## src/design/mcfd_pkg.sv

```systemverilog
// Shared types, constants and helper functions for the motor CAN frame decoder.
// No dependencies; every other design file but mcfd_if imports this package.
package mcfd_pkg;

  // Default depth of the queue between front and back end.
  localparam int unsigned QUEUE_DEPTH_DEF = 2;

  // Known extended frame identifiers.
  localparam logic [28:0] ID_PEDAL  = 29'h02F83200;
  localparam logic [28:0] ID_RIDE   = 29'h02F83201;
  localparam logic [28:0] ID_WHEEL  = 29'h02F83203;
  localparam logic [28:0] ID_ALIVE  = 29'h02F83204;
  localparam logic [28:0] ID_ASSIST = 29'h02F83206;
  localparam logic [28:0] ID_ODO    = 29'h02F8320E;

  // Identifier and fixed bytes of the keepalive frame.
  localparam logic [31:0] ID_KEEPALIVE   = 32'h03106300;
  localparam logic [7:0]  KA_BYTE_ZERO   = 8'h05;
  localparam logic [7:0]  KA_BYTE_TWO    = 8'h00;
  localparam logic [7:0]  KA_BYTE_THREE  = 8'h01;

  // Temperature bytes carry this bias.
  localparam logic [7:0] TEMP_BIAS = 8'd40;

  // Frame lengths that the alive and odometer frames require.
  localparam logic [3:0] LEN_ALIVE = 4'd1;
  localparam logic [3:0] LEN_ODO   = 4'd8;

  // Alive byte values.
  localparam logic [7:0] ALIVE_GOODBYE = 8'h00;
  localparam logic [7:0] ALIVE_HELLO   = 8'h01;

  // Assist levels and their byte codes on the bus.
  localparam logic signed [7:0] LEVEL_NONE = -8'sd128;
  localparam logic signed [7:0] LEVEL_WALK = -8'sd1;
  localparam logic signed [7:0] LEVEL_OFF  = 8'sd0;
  localparam logic signed [7:0] LEVEL_1    = 8'sd1;
  localparam logic signed [7:0] LEVEL_2    = 8'sd2;
  localparam logic signed [7:0] LEVEL_3    = 8'sd3;
  localparam logic signed [7:0] LEVEL_4    = 8'sd4;
  localparam logic signed [7:0] LEVEL_5    = 8'sd5;

  localparam logic [7:0] CODE_WALK = 8'h06;
  localparam logic [7:0] CODE_OFF  = 8'h00;
  localparam logic [7:0] CODE_1    = 8'h0b;
  localparam logic [7:0] CODE_2    = 8'h0d;
  localparam logic [7:0] CODE_3    = 8'h15;
  localparam logic [7:0] CODE_4    = 8'h17;
  localparam logic [7:0] CODE_5    = 8'h03;

  // Configuration register indexes.
  typedef enum logic [1:0] {
    REG_TORQUE_TRIM      = 2'd0,
    REG_KEEPALIVE_PERIOD = 2'd1,
    REG_DROPOUT_WINDOW   = 2'd2,
    REG_VOLTAGE_JITTER   = 2'd3
  } reg_index_t;

  // Configuration reset values.
  localparam logic [15:0] TORQUE_TRIM_RST      = 16'd0;
  localparam logic [15:0] KEEPALIVE_PERIOD_RST = 16'd100;
  localparam logic [15:0] DROPOUT_WINDOW_RST   = 16'd3000;
  localparam logic [15:0] VOLTAGE_JITTER_RST   = 16'd10;

  // Result kinds.
  typedef enum logic [2:0] {
    KIND_PEDAL     = 3'd0,
    KIND_RIDE      = 3'd1,
    KIND_WHEEL     = 3'd2,
    KIND_ALIVE     = 3'd3,
    KIND_ASSIST    = 3'd4,
    KIND_ODO       = 3'd5,
    KIND_KEEPALIVE = 3'd6
  } kind_t;

  // One classified request as it travels from front to back end. The result
  // fields are already laid out as the update result would carry them.
  typedef struct packed {
    logic              upd;         // a known, well-formed frame
    kind_t             kind;
    logic [31:0]       word_one;
    logic [31:0]       word_two;
    logic [15:0]       half_one;
    logic [15:0]       half_two;
    logic signed [7:0] small_one;
    logic signed [7:0] small_two;
    logic [15:0]       torque;      // offset and saturated torque
    logic [31:0]       now_ms;
    logic [7:0]        level_code;  // encoded requested level
  } job_t;

  // One result as held in the output register.
  typedef struct packed {
    kind_t             kind;
    logic              last;
    logic [31:0]       word_one;
    logic [31:0]       word_two;
    logic [15:0]       half_one;
    logic [15:0]       half_two;
    logic signed [7:0] small_one;
    logic signed [7:0] small_two;
  } result_t;

  // Floor of x / 5 by reciprocal multiplication, exact for all 16-bit x.
  function automatic logic [15:0] div5(input logic [15:0] x);
    logic [31:0] prod;
    prod = {16'b0, x} * 32'd52429;
    return {2'b00, prod[31:18]};
  endfunction

  // Bus code of a requested assist level; unknown levels send the off code.
  function automatic logic [7:0] level_code(input logic signed [7:0] lv);
    logic [7:0] code;
    case (lv)
      LEVEL_WALK: code = CODE_WALK;
      LEVEL_1:    code = CODE_1;
      LEVEL_2:    code = CODE_2;
      LEVEL_3:    code = CODE_3;
      LEVEL_4:    code = CODE_4;
      LEVEL_5:    code = CODE_5;
      default:    code = CODE_OFF;
    endcase
    return code;
  endfunction

  // Keepalive result carrying the given level code.
  function automatic result_t keepalive_result(input logic [7:0] code);
    result_t r;
    r           = '0;
    r.kind      = KIND_KEEPALIVE;
    r.last      = 1'b1;
    r.word_one  = ID_KEEPALIVE;
    r.word_two  = {KA_BYTE_THREE, KA_BYTE_TWO, code, KA_BYTE_ZERO};
    return r;
  endfunction

endpackage

```

## src/design/mcfd_if.sv

```systemverilog
// Channel interfaces of the motor CAN frame decoder: received frames in,
// decoded results out. Depends on nothing.
interface mcfd_frame_if;
  logic              valid;
  logic              ready;
  logic              cmd;
  logic [28:0]       frame_ident;
  logic [3:0]        frame_length;
  logic [63:0]       payload;
  logic [31:0]       now_ms;
  logic signed [7:0] requested_level;

  modport source (
    output valid, cmd, frame_ident, frame_length, payload, now_ms, requested_level,
    input  ready
  );
  modport sink (
    input  valid, cmd, frame_ident, frame_length, payload, now_ms, requested_level,
    output ready
  );
endinterface

interface mcfd_update_if;
  logic              valid;
  logic              ready;
  logic [2:0]        kind;
  logic              last;
  logic [31:0]       word_one;
  logic [31:0]       word_two;
  logic [15:0]       half_one;
  logic [15:0]       half_two;
  logic signed [7:0] small_one;
  logic signed [7:0] small_two;

  modport source (
    output valid, kind, last, word_one, word_two, half_one, half_two, small_one, small_two,
    input  ready
  );
  modport sink (
    input  valid, kind, last, word_one, word_two, half_one, half_two, small_one, small_two,
    output ready
  );
endinterface

```

## src/design/mcfd_queue.sv

```systemverilog
// Short first-in first-out queue of classified requests between the front
// and back end. Depends on mcfd_pkg for job_t.
module mcfd_queue
  import mcfd_pkg::*;
#(
  parameter int unsigned DEPTH = QUEUE_DEPTH_DEF
) (
  input  logic clk,
  input  logic rst,
  input  logic push,
  input  job_t push_job,
  output logic full,
  input  logic pop,
  output logic head_valid,
  output job_t head
);

  localparam int unsigned PTR_W = (DEPTH > 1) ? $clog2(DEPTH) : 1;
  localparam int unsigned CNT_W = $clog2(DEPTH + 1);
  localparam logic [PTR_W-1:0] PTR_LAST = PTR_W'(DEPTH - 1);
  localparam logic [CNT_W-1:0] CNT_FULL = CNT_W'(DEPTH);

  job_t             entries [DEPTH];
  logic [PTR_W-1:0] wr_ptr;
  logic [PTR_W-1:0] rd_ptr;
  logic [CNT_W-1:0] count;

  assign full       = (count == CNT_FULL);
  assign head_valid = (count != '0);
  assign head       = entries[rd_ptr];

  // Pointers and fill count.
  always_ff @(posedge clk) begin
    if (rst) begin
      wr_ptr <= '0;
      rd_ptr <= '0;
      count  <= '0;
    end else begin
      if (push) begin
        wr_ptr <= (wr_ptr == PTR_LAST) ? '0 : wr_ptr + 1'b1;
      end
      if (pop) begin
        rd_ptr <= (rd_ptr == PTR_LAST) ? '0 : rd_ptr + 1'b1;
      end
      if (push && !pop) begin
        count <= count + 1'b1;
      end else if (pop && !push) begin
        count <= count - 1'b1;
      end
    end
  end

  // Entry storage.
  always_ff @(posedge clk) begin
    if (push) begin
      entries[wr_ptr] <= push_job;
    end
  end

endmodule

```

## src/design/mcfd_front.sv

```systemverilog
// Front end: accepts frame requests and classifies them into jobs for the
// queue. Depends on mcfd_pkg and the mcfd_frame_if interface.
module mcfd_front
  import mcfd_pkg::*;
(
  mcfd_frame_if.sink  frame,
  input  logic [15:0] torque_trim,
  input  logic        queue_full,
  output logic        push,
  output job_t        push_job
);

  logic [7:0]         b0;
  logic [7:0]         b2;
  logic [7:0]         cadence;
  logic [15:0]        raw_torque;
  logic signed [17:0] torque_sum;
  logic [15:0]        torque_sat;
  logic [15:0]        wheel_base;
  logic [15:0]        wheel_size;

  // A request is taken whenever the queue has room.
  assign frame.ready = !queue_full;
  assign push        = frame.valid && !queue_full;

  // Payload bytes and derived pedal and wheel values.
  always_comb begin
    b0         = frame.payload[7:0];
    b2         = frame.payload[23:16];
    cadence    = frame.payload[31:24];
    raw_torque = frame.payload[47:32];
    torque_sum = $signed({2'b00, raw_torque}) +
                 $signed({{2{torque_trim[15]}}, torque_trim});
    torque_sat = torque_sum[16] ? 16'hFFFF : torque_sum[15:0];
    wheel_base = {4'b0, frame.payload[31:24], b2[7:4]};
    wheel_size = (wheel_base << 3) + (wheel_base << 1) + {12'b0, b2[3:0]};
  end

  // Classify the frame and lay out its update fields.
  always_comb begin
    push_job            = '0;
    push_job.kind       = KIND_KEEPALIVE;
    push_job.now_ms     = frame.now_ms;
    push_job.level_code = level_code(frame.requested_level);
    if (!frame.cmd) begin
      case (frame.frame_ident)
        ID_PEDAL: begin
          // A negative offset torque drops the frame.
          push_job.upd      = !torque_sum[17];
          push_job.kind     = KIND_PEDAL;
          push_job.half_one = {8'b0, cadence};
          push_job.half_two = raw_torque;
          push_job.torque   = torque_sat;
        end
        ID_RIDE: begin
          push_job.upd       = 1'b1;
          push_job.kind      = KIND_RIDE;
          push_job.half_one  = frame.payload[15:0];
          push_job.half_two  = frame.payload[31:16];
          push_job.word_one  = {16'b0, frame.payload[47:32]};
          push_job.small_one = $signed(frame.payload[55:48] - TEMP_BIAS);
          push_job.small_two = $signed(frame.payload[63:56] - TEMP_BIAS);
        end
        ID_WHEEL: begin
          push_job.upd      = 1'b1;
          push_job.kind     = KIND_WHEEL;
          push_job.half_one = frame.payload[15:0];
          push_job.half_two = wheel_size;
          push_job.word_one = {16'b0, frame.payload[47:32]};
        end
        ID_ALIVE: begin
          push_job.upd      = (frame.frame_length == LEN_ALIVE) &&
                              (b0 == ALIVE_GOODBYE || b0 == ALIVE_HELLO);
          push_job.kind     = KIND_ALIVE;
          push_job.word_one = {31'b0, b0[0]};
        end
        ID_ASSIST: begin
          push_job.upd  = 1'b1;
          push_job.kind = KIND_ASSIST;
          case (b0)
            CODE_WALK: push_job.small_one = LEVEL_WALK;
            CODE_OFF:  push_job.small_one = LEVEL_OFF;
            CODE_1:    push_job.small_one = LEVEL_1;
            CODE_2:    push_job.small_one = LEVEL_2;
            CODE_3:    push_job.small_one = LEVEL_3;
            CODE_4:    push_job.small_one = LEVEL_4;
            CODE_5:    push_job.small_one = LEVEL_5;
            default:   push_job.upd       = 1'b0;
          endcase
        end
        ID_ODO: begin
          push_job.upd      = (frame.frame_length == LEN_ODO);
          push_job.kind     = KIND_ODO;
          push_job.word_one = frame.payload[31:0];
          push_job.word_two = frame.payload[63:32];
        end
        default: begin
          push_job.upd = 1'b0;
        end
      endcase
    end
  end

endmodule

```

## src/design/mcfd_back.sv

```systemverilog
// Back end: compares each job with the last reported values, runs the
// keepalive timer and drives the result register. Depends on mcfd_pkg and
// the mcfd_update_if interface.
module mcfd_back
  import mcfd_pkg::*;
(
  input  logic          clk,
  input  logic          rst,
  input  logic          head_valid,
  input  job_t          head,
  output logic          pop,
  input  logic [15:0]   keepalive_period,
  input  logic [15:0]   dropout_window,
  input  logic [15:0]   voltage_jitter,
  mcfd_update_if.source update
);

  // Last reported values.
  logic [7:0]        prev_cadence;
  logic [15:0]       prev_torque;
  logic [31:0]       valid_torque_time;
  logic [15:0]       ride_speed;
  logic [15:0]       ride_current;
  logic [15:0]       ride_voltage;
  logic [7:0]        ride_motor_temp;
  logic [7:0]        ride_ctrl_temp;
  logic [15:0]       prev_assist_speed;
  logic [15:0]       prev_wheel_size;
  logic [15:0]       prev_circumference;
  logic              alive_flag;
  logic signed [7:0] prev_level;
  logic [31:0]       keepalive_time;

  // Output register and the keepalive waiting behind an update.
  logic              out_valid;
  logic              out_valid_next;
  result_t           out_res;
  result_t           out_res_next;
  logic              pend_valid;
  logic              pend_valid_next;
  logic [7:0]        pend_code;

  logic              can_load;
  logic              ka_hit;
  logic              upd_hit;
  logic [31:0]       ka_elapsed;
  logic [31:0]       torque_age;
  logic [15:0]       cadence_limit;
  logic [15:0]       torque_limit;
  logic              dropout;
  logic [15:0]       volt_delta;
  result_t           upd_res;
  result_t           ka_res;

  assign can_load = !out_valid || update.ready;
  assign pop      = can_load && !pend_valid && head_valid;

  // Keepalive timer check.
  assign ka_elapsed = head.now_ms - keepalive_time;
  assign ka_hit     = ka_elapsed > {16'b0, keepalive_period};

  // Torque dropout check against the last valid pedal report.
  always_comb begin
    torque_age    = head.now_ms - valid_torque_time;
    cadence_limit = div5({6'b0, prev_cadence, 2'b00});
    torque_limit  = div5(prev_torque);
    dropout       = (head.half_one[7:0] != 8'd0) &&
                    ({8'b0, head.half_one[7:0]} > cadence_limit) &&
                    (head.torque < torque_limit) &&
                    (torque_age < {16'b0, dropout_window});
  end

  // Decide whether the job reports a change.
  always_comb begin
    volt_delta = (head.word_one[15:0] > ride_voltage) ?
                 head.word_one[15:0] - ride_voltage :
                 ride_voltage - head.word_one[15:0];
    case (head.kind)
      KIND_PEDAL: begin
        upd_hit = !(head.half_one[7:0] == prev_cadence && head.torque == prev_torque) &&
                  !dropout;
      end
      KIND_RIDE: begin
        upd_hit = !(head.half_one == ride_speed && head.half_two == ride_current &&
                    volt_delta <= voltage_jitter &&
                    head.small_one == $signed(ride_motor_temp) &&
                    head.small_two == $signed(ride_ctrl_temp));
      end
      KIND_WHEEL: begin
        upd_hit = !(head.half_one == prev_assist_speed && head.half_two == prev_wheel_size &&
                    head.word_one[15:0] == prev_circumference);
      end
      KIND_ALIVE:  upd_hit = head.word_one[0] != alive_flag;
      KIND_ASSIST: upd_hit = head.small_one != prev_level;
      KIND_ODO:    upd_hit = 1'b1;
      default:     upd_hit = 1'b0;
    endcase
    upd_hit = upd_hit && head.upd;
  end

  // Candidate results.
  always_comb begin
    upd_res           = '0;
    upd_res.kind      = head.kind;
    upd_res.last      = !ka_hit;
    upd_res.word_one  = head.word_one;
    upd_res.word_two  = head.word_two;
    upd_res.half_one  = head.half_one;
    upd_res.half_two  = head.half_two;
    upd_res.small_one = head.small_one;
    upd_res.small_two = head.small_two;
    ka_res            = keepalive_result(pend_valid ? pend_code : head.level_code);
  end

  // Next output: a waiting keepalive first, then the head job's results.
  always_comb begin
    out_valid_next  = out_valid;
    out_res_next    = out_res;
    pend_valid_next = pend_valid;
    if (can_load) begin
      out_valid_next = 1'b0;
      if (pend_valid) begin
        out_valid_next  = 1'b1;
        out_res_next    = ka_res;
        pend_valid_next = 1'b0;
      end else if (head_valid && upd_hit) begin
        out_valid_next  = 1'b1;
        out_res_next    = upd_res;
        pend_valid_next = ka_hit;
      end else if (head_valid && ka_hit) begin
        out_valid_next = 1'b1;
        out_res_next   = ka_res;
      end
    end
  end

  // Control state of the output side.
  always_ff @(posedge clk) begin
    if (rst) begin
      out_valid  <= 1'b0;
      pend_valid <= 1'b0;
    end else begin
      out_valid  <= out_valid_next;
      pend_valid <= pend_valid_next;
    end
  end

  // Result payload.
  always_ff @(posedge clk) begin
    out_res <= out_res_next;
    if (pop) begin
      pend_code <= head.level_code;
    end
  end

  // Reported values advance when a job reports, the keepalive time on a keepalive.
  always_ff @(posedge clk) begin
    if (rst) begin
      prev_cadence       <= '0;
      prev_torque        <= '0;
      valid_torque_time  <= '0;
      ride_speed         <= '0;
      ride_current       <= '0;
      ride_voltage       <= '0;
      ride_motor_temp    <= '0;
      ride_ctrl_temp     <= '0;
      prev_assist_speed  <= '0;
      prev_wheel_size    <= '0;
      prev_circumference <= '0;
      alive_flag         <= 1'b0;
      prev_level         <= LEVEL_NONE;
      keepalive_time     <= '0;
    end else if (pop) begin
      if (upd_hit) begin
        case (head.kind)
          KIND_PEDAL: begin
            valid_torque_time <= head.now_ms;
            prev_cadence      <= head.half_one[7:0];
            prev_torque       <= head.torque;
          end
          KIND_RIDE: begin
            ride_speed      <= head.half_one;
            ride_current    <= head.half_two;
            ride_voltage    <= head.word_one[15:0];
            ride_motor_temp <= head.small_one;
            ride_ctrl_temp  <= head.small_two;
          end
          KIND_WHEEL: begin
            prev_assist_speed  <= head.half_one;
            prev_wheel_size    <= head.half_two;
            prev_circumference <= head.word_one[15:0];
          end
          KIND_ALIVE:  alive_flag <= head.word_one[0];
          KIND_ASSIST: prev_level <= head.small_one;
          default: begin
          end
        endcase
      end
      if (ka_hit) begin
        keepalive_time <= head.now_ms;
      end
    end
  end

  // Drive the result channel.
  assign update.valid     = out_valid;
  assign update.kind      = out_res.kind;
  assign update.last      = out_res.last;
  assign update.word_one  = out_res.word_one;
  assign update.word_two  = out_res.word_two;
  assign update.half_one  = out_res.half_one;
  assign update.half_two  = out_res.half_two;
  assign update.small_one = out_res.small_one;
  assign update.small_two = out_res.small_two;

endmodule

```

## src/design/motor_can_frame_decoder.sv

```systemverilog
// Motor CAN frame decoder: decodes received motor frames and time ticks into
// pedal, ride, wheel, alive, assist and odometer updates, suppressing
// unchanged values, and adds a keepalive result whenever the keepalive
// period has run out. The front end classifies a request in the cycle it is
// accepted and takes a new request every cycle while its queue of
// QUEUE_DEPTH entries has room. The back end pops one request per cycle into
// a single output register unless the result channel stalls; a request with
// an update plus a keepalive holds back the next pop until its keepalive is
// loaded. A request passes through its queue entry and then the output register
// before its first result appears. Configuration registers are to be written
// by the user only while the block is idle; the block does not enforce this.
// Depends on mcfd_pkg, mcfd_if, mcfd_front, mcfd_queue and mcfd_back.
module motor_can_frame_decoder
  import mcfd_pkg::*;
#(
  parameter int unsigned QUEUE_DEPTH = QUEUE_DEPTH_DEF
) (
  input  logic          clk,
  input  logic          rst,
  mcfd_frame_if.sink    frame,
  mcfd_update_if.source update,
  input  logic          cfg_we,
  input  logic [1:0]    cfg_index,
  input  logic [15:0]   cfg_data
);

  logic [15:0] torque_trim;
  logic [15:0] keepalive_period;
  logic [15:0] dropout_window;
  logic [15:0] voltage_jitter;

  logic        queue_full;
  logic        push;
  job_t        push_job;
  logic        pop;
  logic        head_valid;
  job_t        head;

  // Configuration registers.
  always_ff @(posedge clk) begin
    if (rst) begin
      torque_trim      <= TORQUE_TRIM_RST;
      keepalive_period <= KEEPALIVE_PERIOD_RST;
      dropout_window   <= DROPOUT_WINDOW_RST;
      voltage_jitter   <= VOLTAGE_JITTER_RST;
    end else if (cfg_we) begin
      case (reg_index_t'(cfg_index))
        REG_TORQUE_TRIM:      torque_trim      <= cfg_data;
        REG_KEEPALIVE_PERIOD: keepalive_period <= cfg_data;
        REG_DROPOUT_WINDOW:   dropout_window   <= cfg_data;
        REG_VOLTAGE_JITTER:   voltage_jitter   <= cfg_data;
        default: begin
        end
      endcase
    end
  end

  // Request classification.
  mcfd_front u_front (
    .frame       (frame),
    .torque_trim (torque_trim),
    .queue_full  (queue_full),
    .push        (push),
    .push_job    (push_job)
  );

  // Queue between front and back end.
  mcfd_queue #(
    .DEPTH (QUEUE_DEPTH)
  ) u_queue (
    .clk        (clk),
    .rst        (rst),
    .push       (push),
    .push_job   (push_job),
    .full       (queue_full),
    .pop        (pop),
    .head_valid (head_valid),
    .head       (head)
  );

  // Change detection, keepalive and result register.
  mcfd_back u_back (
    .clk              (clk),
    .rst              (rst),
    .head_valid       (head_valid),
    .head             (head),
    .pop              (pop),
    .keepalive_period (keepalive_period),
    .dropout_window   (dropout_window),
    .voltage_jitter   (voltage_jitter),
    .update           (update)
  );

endmodule

```

## src/flat_wrapper.sv

```systemverilog
// flat-port wrapper written by rule: the top's interface ports become plain ports
module motor_can_frame_decoder_flat import mcfd_pkg::*;
#(
  parameter int unsigned QUEUE_DEPTH = QUEUE_DEPTH_DEF
)
  (clk, rst, cfg_we, cfg_index, cfg_data, frame_valid, frame_cmd, frame_frame_ident, frame_frame_length, frame_payload, frame_now_ms, frame_requested_level, frame_ready, update_valid, update_kind, update_last, update_word_one, update_word_two, update_half_one, update_half_two, update_small_one, update_small_two, update_ready);
  mcfd_frame_if frame_i ();
  mcfd_update_if update_i ();
  input  logic clk;
  input  logic rst;
  input  logic cfg_we;
  input  logic [1:0] cfg_index;
  input  logic [15:0] cfg_data;
  input wire logic [$bits(frame_i.valid)-1:0] frame_valid;
  input wire logic [$bits(frame_i.cmd)-1:0] frame_cmd;
  input wire logic [$bits(frame_i.frame_ident)-1:0] frame_frame_ident;
  input wire logic [$bits(frame_i.frame_length)-1:0] frame_frame_length;
  input wire logic [$bits(frame_i.payload)-1:0] frame_payload;
  input wire logic [$bits(frame_i.now_ms)-1:0] frame_now_ms;
  input wire logic [$bits(frame_i.requested_level)-1:0] frame_requested_level;
  output wire logic [$bits(frame_i.ready)-1:0] frame_ready;
  output wire logic [$bits(update_i.valid)-1:0] update_valid;
  output wire logic [$bits(update_i.kind)-1:0] update_kind;
  output wire logic [$bits(update_i.last)-1:0] update_last;
  output wire logic [$bits(update_i.word_one)-1:0] update_word_one;
  output wire logic [$bits(update_i.word_two)-1:0] update_word_two;
  output wire logic [$bits(update_i.half_one)-1:0] update_half_one;
  output wire logic [$bits(update_i.half_two)-1:0] update_half_two;
  output wire logic [$bits(update_i.small_one)-1:0] update_small_one;
  output wire logic [$bits(update_i.small_two)-1:0] update_small_two;
  input wire logic [$bits(update_i.ready)-1:0] update_ready;
  assign frame_i.valid = frame_valid;
  assign frame_i.cmd = frame_cmd;
  assign frame_i.frame_ident = frame_frame_ident;
  assign frame_i.frame_length = frame_frame_length;
  assign frame_i.payload = frame_payload;
  assign frame_i.now_ms = frame_now_ms;
  assign frame_i.requested_level = frame_requested_level;
  assign frame_ready = frame_i.ready;
  assign update_valid = update_i.valid;
  assign update_kind = update_i.kind;
  assign update_last = update_i.last;
  assign update_word_one = update_i.word_one;
  assign update_word_two = update_i.word_two;
  assign update_half_one = update_i.half_one;
  assign update_half_two = update_i.half_two;
  assign update_small_one = update_i.small_one;
  assign update_small_two = update_i.small_two;
  assign update_i.ready = update_ready;
  motor_can_frame_decoder #(.QUEUE_DEPTH(QUEUE_DEPTH)) u_core (.clk(clk), .rst(rst), .frame(frame_i), .update(update_i), .cfg_we(cfg_we), .cfg_index(cfg_index), .cfg_data(cfg_data));
endmodule
```

## config.mk

```make
export PLATFORM = sky130hd
export DESIGN_NAME = motor_can_frame_decoder_flat
export DESIGN_NICKNAME = d
export VERILOG_FILES = /design/src/design/mcfd_pkg.sv /design/src/design/mcfd_if.sv /design/src/design/mcfd_queue.sv /design/src/design/mcfd_front.sv /design/src/design/mcfd_back.sv /design/src/design/motor_can_frame_decoder.sv /design/src/flat_wrapper.sv
export SDC_FILE = /design/constraint.sdc
export NUM_CORES = 2
export LEC_CHECK = 0
export BUFFER_PORTS_ARGS = -buffer_cell sky130_fd_sc_hd__buf_2
export CORE_UTILIZATION = 40
export DETAILED_ROUTE_END_ITERATION = 12
export PLACE_DENSITY = 0.63
export SYNTH_ARGS = -nofsm -noshare
export SYNTH_HDL_FRONTEND = slang
export SYNTH_SLANG_ARGS = --single-unit
```

## constraint.sdc

```tcl
create_clock -name clk -period 18.8 [get_ports clk]
set_clock_uncertainty 0.05 [all_clocks]
set_input_delay 5.64 -clock clk [delete_from_list [all_inputs] [get_ports clk]]
set_output_delay 5.64 -clock clk [all_outputs]
set_load 0.05 [all_outputs]
```

# == Yosys cells after proc, flatten, opt, wreduce, memory -nomap -nowiden ==
# Memories as Yosys holds them, arrays and structs flattened. A register that Yosys moved wholly into a read port is not among the register bits.
# Index checks and enable logic that the tools add are counted.
# word_totals
regBits,403
latch_bits,0
ramBits,338
mem_bits_ro,0
inputBits,161
output_inout_bits,118
word_cells,181
memories,1
# op_classes
addsub,13
multipliers,2
div_mod_pow,0
magnitude_cmp,6
eq_ne,41
n_shift,0
n_mux,32
bitwise,0
reduce_logical,53
# memory_table
name,words,width,rd,rd_ports_with_merged_regs,write_ports,line_no,text
u_core.u_queue.entries,2,169,1,1,1,mcfd_queue.sv:23,job_t entries [DEPTH];
# op_table
operator,count
two-way mux 116 bit,2
one-hot mux 32 bit (3 select lines),2
"equality test 29 x 26 -> 1 bit, second input constant",6
two-way mux 132 bit,1
equality test 16 bit,6
two-way mux 64 bit,1
subtractor 32 bit,2
two-way mux 16 bit,3
one-hot mux 8 bit (6 select lines),1
greater-than comparator 32 x 16 -> 1 bit,1
< comparator 32 x 16 -> 1 bit,1
"multiplier 16 x 16 -> 32 bit, second input constant",1
two-way mux 32 bit,1
subtractor 16 bit,2
one-hot mux 5 bit (6 select lines),1
"equality test 8 x 2 -> 1 bit, second input constant",3
"equality test 8 x 3 -> 1 bit, second input constant",3
equality test 8 bit,3
"multiplier 8 x 16 -> 24 bit, second input constant",1
logical AND 1 bit,20
adder 17 x 16 -> 18 bit,1
one-hot mux 3 bit (6 select lines),1
adder 15 x 13 -> 16 bit,1
adder 16 x 4 -> 16 bit,1
39 further kinds,82

# == Depth between registers and ports, before layout ==
# logic_depth
ltp_word,12
ltp_mapped,41
mapped_depth_nobuf,38

# == Hierarchy ==
# From an unflattened synthesis, not the netlist that was laid out.
# unflattened
cells_unflattened,4192
area_unflattened_um2,46027.9
# by_module_without_submodules
module,instances,cells_each,area_per_inst_um2,seq_area_each_um2
mcfd_back,1,2861,26879.5,7947.6
mcfd_queue,1,557,12932.4,10430.0
mcfd_front,1,533,3647.2,0.0
motor_can_frame_decoder,1,241,2568.7,1281.2

# == Least setup slack after synthesis ==
# No wires, ideal clock.
# synth_timing
path_type,flip-flop to flip-flop
startpoint,register u_core.u_back.prev_torque[6]
endpoint,"register u_core.u_back.out_res (netlist bit u_core.u_back.update.half_one[0]), enable pin"
setup_ns,0.799
arrival_ns,15.948
t_required_ns,17.951
path_slack_ns,2.002
path_stages_with_launch,36
n_path_buf,0
synth_period_minus_slack_ns,16.798
cell_sequence,dfxtp_1 > ha_1 > inv_1 > fa_1 > inv_1 > fa_1 > fa_1 > fa_1 > inv_1 > fa_1 > inv_1 > ha_1 > nor3_1 > nand2_1 > a31oi_1 > o31a_1 > o21bai_1 > nand4_1 > a311oi_1 > o211a_1 > o21ai_0 > nand2b_1 > a21oi_1 > xnor2_1 > ha_1 > and4_1 > o2111a_1 > nand3_1 > o311ai_1 > a2111oi_0 > o2111ai_1 > or4_1 > nor4_1 > nand4_1 > nand3b_1 > a311oi_1
# synth_via
elab_chain_cells,11
# synth_rtl
element,line_no,text
from (decl),mcfd_back.sv:20,logic [15:0] prev_torque;
from (signal assigned),mcfd_back.sv:179,prev_torque <= head.torque;
multiplier 16 x 16 -> 32 bit,mcfd_pkg.sv:107,"prod = {16'b0, x} * 32'd52429;"
< comparator 16 x 14 -> 1 bit,mcfd_back.sv:69,(head.torque < torque_limit) &&
logical AND 1 bit,mcfd_back.sv:68,"({8'b0, head.half_one[7:0]} > cadence_limit) &&"
logical AND 1 bit,mcfd_back.sv:69,
zero test 1 bit,mcfd_back.sv:81,!dropout;
logical AND 1 bit *,mcfd_back.sv:80,upd_hit = !(head.half_one[7:0] == prev_cadence && head.torque == prev_torque) &&
one-hot mux 1 bit (6 select lines) *,mcfd_back.sv:78,case (head.kind)
logical AND 1 bit *,mcfd_back.sv:98,upd_hit = upd_hit && head.upd;
logical AND 1 bit *,mcfd_back.sv:126,end else if (head_valid && upd_hit) begin
nonzero test 3 bit (no source line) *,-,
AND reduction 2 bit (no source line) *,-,
to (signal assigned),mcfd_back.sv:150,out_res <= out_res_next;
to (decl),mcfd_back.sv:37,result_t out_res;
# Every way passes the cells marked *; elsewhere a longest branch is shown, timed or not.
# A chain may end at the register's enable or synchronous reset.

# == Worst setup path after layout ==
# layout_timing
startpoint,register u_core.u_back.prev_torque[2]
endpoint,"register u_core.u_back.out_res (netlist bit u_core.u_back.update.half_one[1]), data pin"
# layout_via
elab_chain_cells,10
# layout_rtl
element,line_no
multiplier 16 x 16 -> 32 bit,mcfd_pkg.sv:107
< comparator 16 x 14 -> 1 bit,mcfd_back.sv:69
logical AND 1 bit,mcfd_back.sv:68
logical AND 1 bit,mcfd_back.sv:69
zero test 1 bit,mcfd_back.sv:81
logical AND 1 bit *,mcfd_back.sv:80
one-hot mux 1 bit (6 select lines) *,mcfd_back.sv:78
logical AND 1 bit *,mcfd_back.sv:98
logical AND 1 bit *,mcfd_back.sv:126
two-way mux 116 bit *,mcfd_back.sv:126
# Marks and branches as above.

==> impl_metrics.yaml <==
min_path:
  min_to: "u_core.voltage_jitter[2]$_SDFFE_PP0P_"
  hp-start: "u_core.voltage_jitter[2]$_SDFFE_PP0P_"
  hp-class: "flop to flop"
  min_path_cells: 2
clocking:
  clk_latency_ns: 0.69
  ctsResizeCount: 0
  clock_sink_count: 739
  cts.clk_slew.worst_paths_ns: 0.06
  cts_buffer_depth: 3
  numCtsBuffers: 81
  ctsHoldBuffers: 0
  cts_tree: "built"
  post_cts_buffers: 0
  htree_num_levels: 3
  root_buffer: "clkbuf_16"
die:
  core_um2: 107400
  fp.dieH_um: 331.6
  rows: 120
  ios: 279
  initial_core_util_pct: 40.49
  die_w_um: 331.6
  fp.dieArea_um2: 110000
critical_path:
  path_delay_family: "adder cells"
  worst-r2r-setup-slack_ns: 8.02
  timing.rr.end: "u_core.u_back.update.half_one[1]$_SDFFCE_PP0P_"
  cpPeakStageDelay_ns: 0.78
  critPathBufInv: 3
  cp_slowest_cell: "buf_4"
  cp_max_fo: 85
  worstReg2RegStart: "u_core.u_back.prev_torque[2]$_SDFFE_PP0P_"
  worst_setup_path_end_kind: "flop"
  critPathArrivalTime_ns: 11.11
  path_class: "flop to flop"
  crit_required_ns: 19.13
  worstRegToRegCells: 36
  crit_path_start_kind: "flop"
final_layout:
  final_common_cell: "edfxtp_1"
  area_delta_synth_final_pct: 12.60
  nets: 4983
  layout_common_cells: "edfxtp_1 (459), nor2_1 (404), inv_1 (403)"
  final_area_um2: 48940
  drive_above_1_share_pct: 13.10
route:
  wl_per_cell_um: 20.34
  drc: 0
  vias: 31040
  via_per_inst: 5.333
  routed_wl_um: 118300
  dr.pass1.iters: 6
  drtIter0Drc: 2565
  route.antenna.remaining_nets: 0
placement:
  place_area_um2: 46170
  dp_hpwl_um: 89010
  numPortBuffers: 278
  gp_congestion: 0.9081
pwr:
  p_leak_nw: 19.83
  powerDensity_nw_per_um2: 125.8
  ir_worst_vdd_v: 0.00009535
sta:
  finalSetupViolations: 0
  finalHoldViolCount: 0
  drv_slew: 0
  worstMarginPinSlew_ns: 1.152
  setup-tns-final_ns: 0
  period_share_pct: 57.36
  rsz0062_at_grt: "false"
  max_freq_mhz: 92.73
  max-slew-margin-rel_pct: 22.93
  fin_crit_ns: 10.78
grt:
  track_usage_pct: 21.28
  antenna_found_initial: 13
  overflow: 0
  grt_pass1_wl_um: 180300
  grt_max_degree: 181
  grt_pass1_vias: 30060
logic_synthesis:
  yosys.area_share.adder_pct: 15.74
  netlist_instances: 4117
  ys_warn_count: 0
  syn_area_per_cell_um2: 10.56
  synth_edf_count: 459
  synth-compound-area-share_pct: 12.43
  yosysSeqAreaShare_pct: 44.61
  synthSimpleGateAreaFrac_pct: 11.18
  netlist_area_um2: 43460
  synth_xor_area_share_pct: 4.856
  synth_cell_types: 79
  syn-num-nets: 4763
  synth-async-reset-ratio_pct: 0
  muxShareOfSynthArea_pct: 5.743
  ys_ff_latch: 739
  ys.flop_type: "edfxtp_1"
  synth_top_family_by_area: "adder cells"
status:
  outcome: "completed"
job:
  drv_cap: 0
per-stage QoR:
step	worst slack [ns]	total power [mW]	util [%]	hold slack, ns	instances
6_report	8.016	6.158	45.59	0.4035	5819
3_3_place_gp	8.367	4.547	43.01	0.3926	5657
5_1_grt	7.335	6.485	45.58	0.4173	5815
3_5_place_dp	8.062	4.567	43.01	0.3972	5657
4_1_cts	8.030	6.198	45.56	0.4058	5809
2_1_floorplan	2.002	3.961	-	0.3836	4117
synthesized netlist by cell type (25+ instances only):
cell type | number | area, um2
a22oi_1 | 30 | 225.2
ha_1 | 382 | 4780
nand3_1 | 39 | 195.2
clkbuf_1 | 132 | 495.5
nand4_1 | 43 | 269.0
xnor2_1 | 142 | 1244
xor2_1 | 99 | 867.1
a21o_1 | 60 | 450.4
mux2i_1 | 111 | 1111
edfxtp_1 | 459 | 13780
fa_1 | 103 | 2062
inv_1 | 403 | 1513
nor4_1 | 31 | 193.9
and2_1 | 59 | 369.1
o21ai_0 | 118 | 590.6
nor3_1 | 51 | 255.2
nand2b_1 | 29 | 181.4
nor2_1 | 408 | 1531
dfxtp_1 | 280 | 5605
nand2_1 | 250 | 938.4
a211oi_1 | 173 | 1299
a21oi_1 | 231 | 1156
mux2_2 | 59 | 664.4
o21a_1 | 25 | 187.7
nor2b_1 | 33 | 206.5
worst max-delay path by stage:
stage | startpoint | endpoint | slack [ns] | cells past startpoint
2_1_floorplan | u_core.u_back.prev_torque[6]$_SDFFE_PP0P_ | u_core.u_back.update.half_one[0]$_SDFFCE_PP0P_ | 2.00 | 35
3_3_place_gp | u_core.u_back.prev_torque[2]$_SDFFE_PP0P_ | u_core.u_back.update.word_two[12]$_DFFE_PP_ | 8.37 | 36
3_5_place_dp | u_core.u_back.prev_torque[2]$_SDFFE_PP0P_ | u_core.u_back.update.word_two[12]$_DFFE_PP_ | 8.06 | 36
4_1_cts | u_core.u_back.prev_torque[2]$_SDFFE_PP0P_ | u_core.u_back.update.half_one[1]$_SDFFCE_PP0P_ | 8.03 | 36
5_1_grt | u_core.u_back.prev_torque[2]$_SDFFE_PP0P_ | u_core.u_back.update.half_one[1]$_SDFFCE_PP0P_ | 7.33 | 36
6_report | u_core.u_back.prev_torque[2]$_SDFFE_PP0P_ | u_core.u_back.update.half_one[1]$_SDFFCE_PP0P_ | 8.02 | 36
registers in the layout, summed over array words and instances (netlist names), 16 cells and up, named ones only:
name,flops
u_core.u_queue.entries,338
u_core.u_back.keepalive_time,32
u_core.u_back.update.word_one,32
u_core.u_back.update.word_two,32
u_core.u_back.valid_torque_time,32
u_core.dropout_window,16
u_core.keepalive_period,16
u_core.torque_trim,16
u_core.u_back.prev_assist_speed,16
u_core.u_back.prev_circumference,16
u_core.u_back.prev_torque,16
u_core.u_back.prev_wheel_size,16
u_core.u_back.ride_current,16
u_core.u_back.ride_speed,16
u_core.u_back.ride_voltage,16
u_core.u_back.update.half_one,16
u_core.u_back.update.half_two,16
u_core.voltage_jitter,16
routing by layer:
metal	global-route usage, %	up-vias	share of wire, %
li1	-	15060	-
met1	29.71	14960	46
met2	33.26	843	45
met3	3.794	166	6.5
met4	6.967	10	2.7
met5	0	-	0.048
cells by family (layout without fill, tap and decap cells):
logic type | after synthesis | after routing
adder cells (fa/ha/maj) | 485 | 485
AO/OA/AOI/OAI | 815 | 815
AND/OR/NAND/NOR | 1042 | 1042
other | 0 | 10
buffers and inverters | 586 | 875
multiplexers | 209 | 209
flip-flops | 739 | 739
XOR/XNOR | 241 | 241
where the power goes:
part           leakage [nW]  switching (mW)  internal (mW)
Combinational          11.9            1.60          0.818
Sequential             6.65           0.100           2.02
Clock                  1.32           0.702          0.914
Total                  19.8            2.40           3.75
area by class of cell:
type / instances / area, um2
Tap cell: 1403 / 1755
Inverter: 405 / 1520
Multi-Input combinational cell: 2792 / 21780
Antenna cell: 10 / 25.02
Clock buffer: 99 / 2155
Fill cell: 9970 / 58410
Clock inverter: 53 / 586.8
Timing Repair Buffer: 318 / 1725
Sequential cell: 739 / 19390
worst register-to-register path, delay by kind of cell (launching register included):
| kind | cells | cell delay, ns |
|---|---|---|
| fa+ha+maj | 8 | 3.39 |
| simple gates | 11 | 2.94 |
| compound gates | 12 | 2.32 |
| buf+inv | 3 | 0.88 |
| flops | 1 | 0.53 |
| xor+xnor | 2 | 0.39 |
No activity file was read; power rests on OpenSTA's default activity.
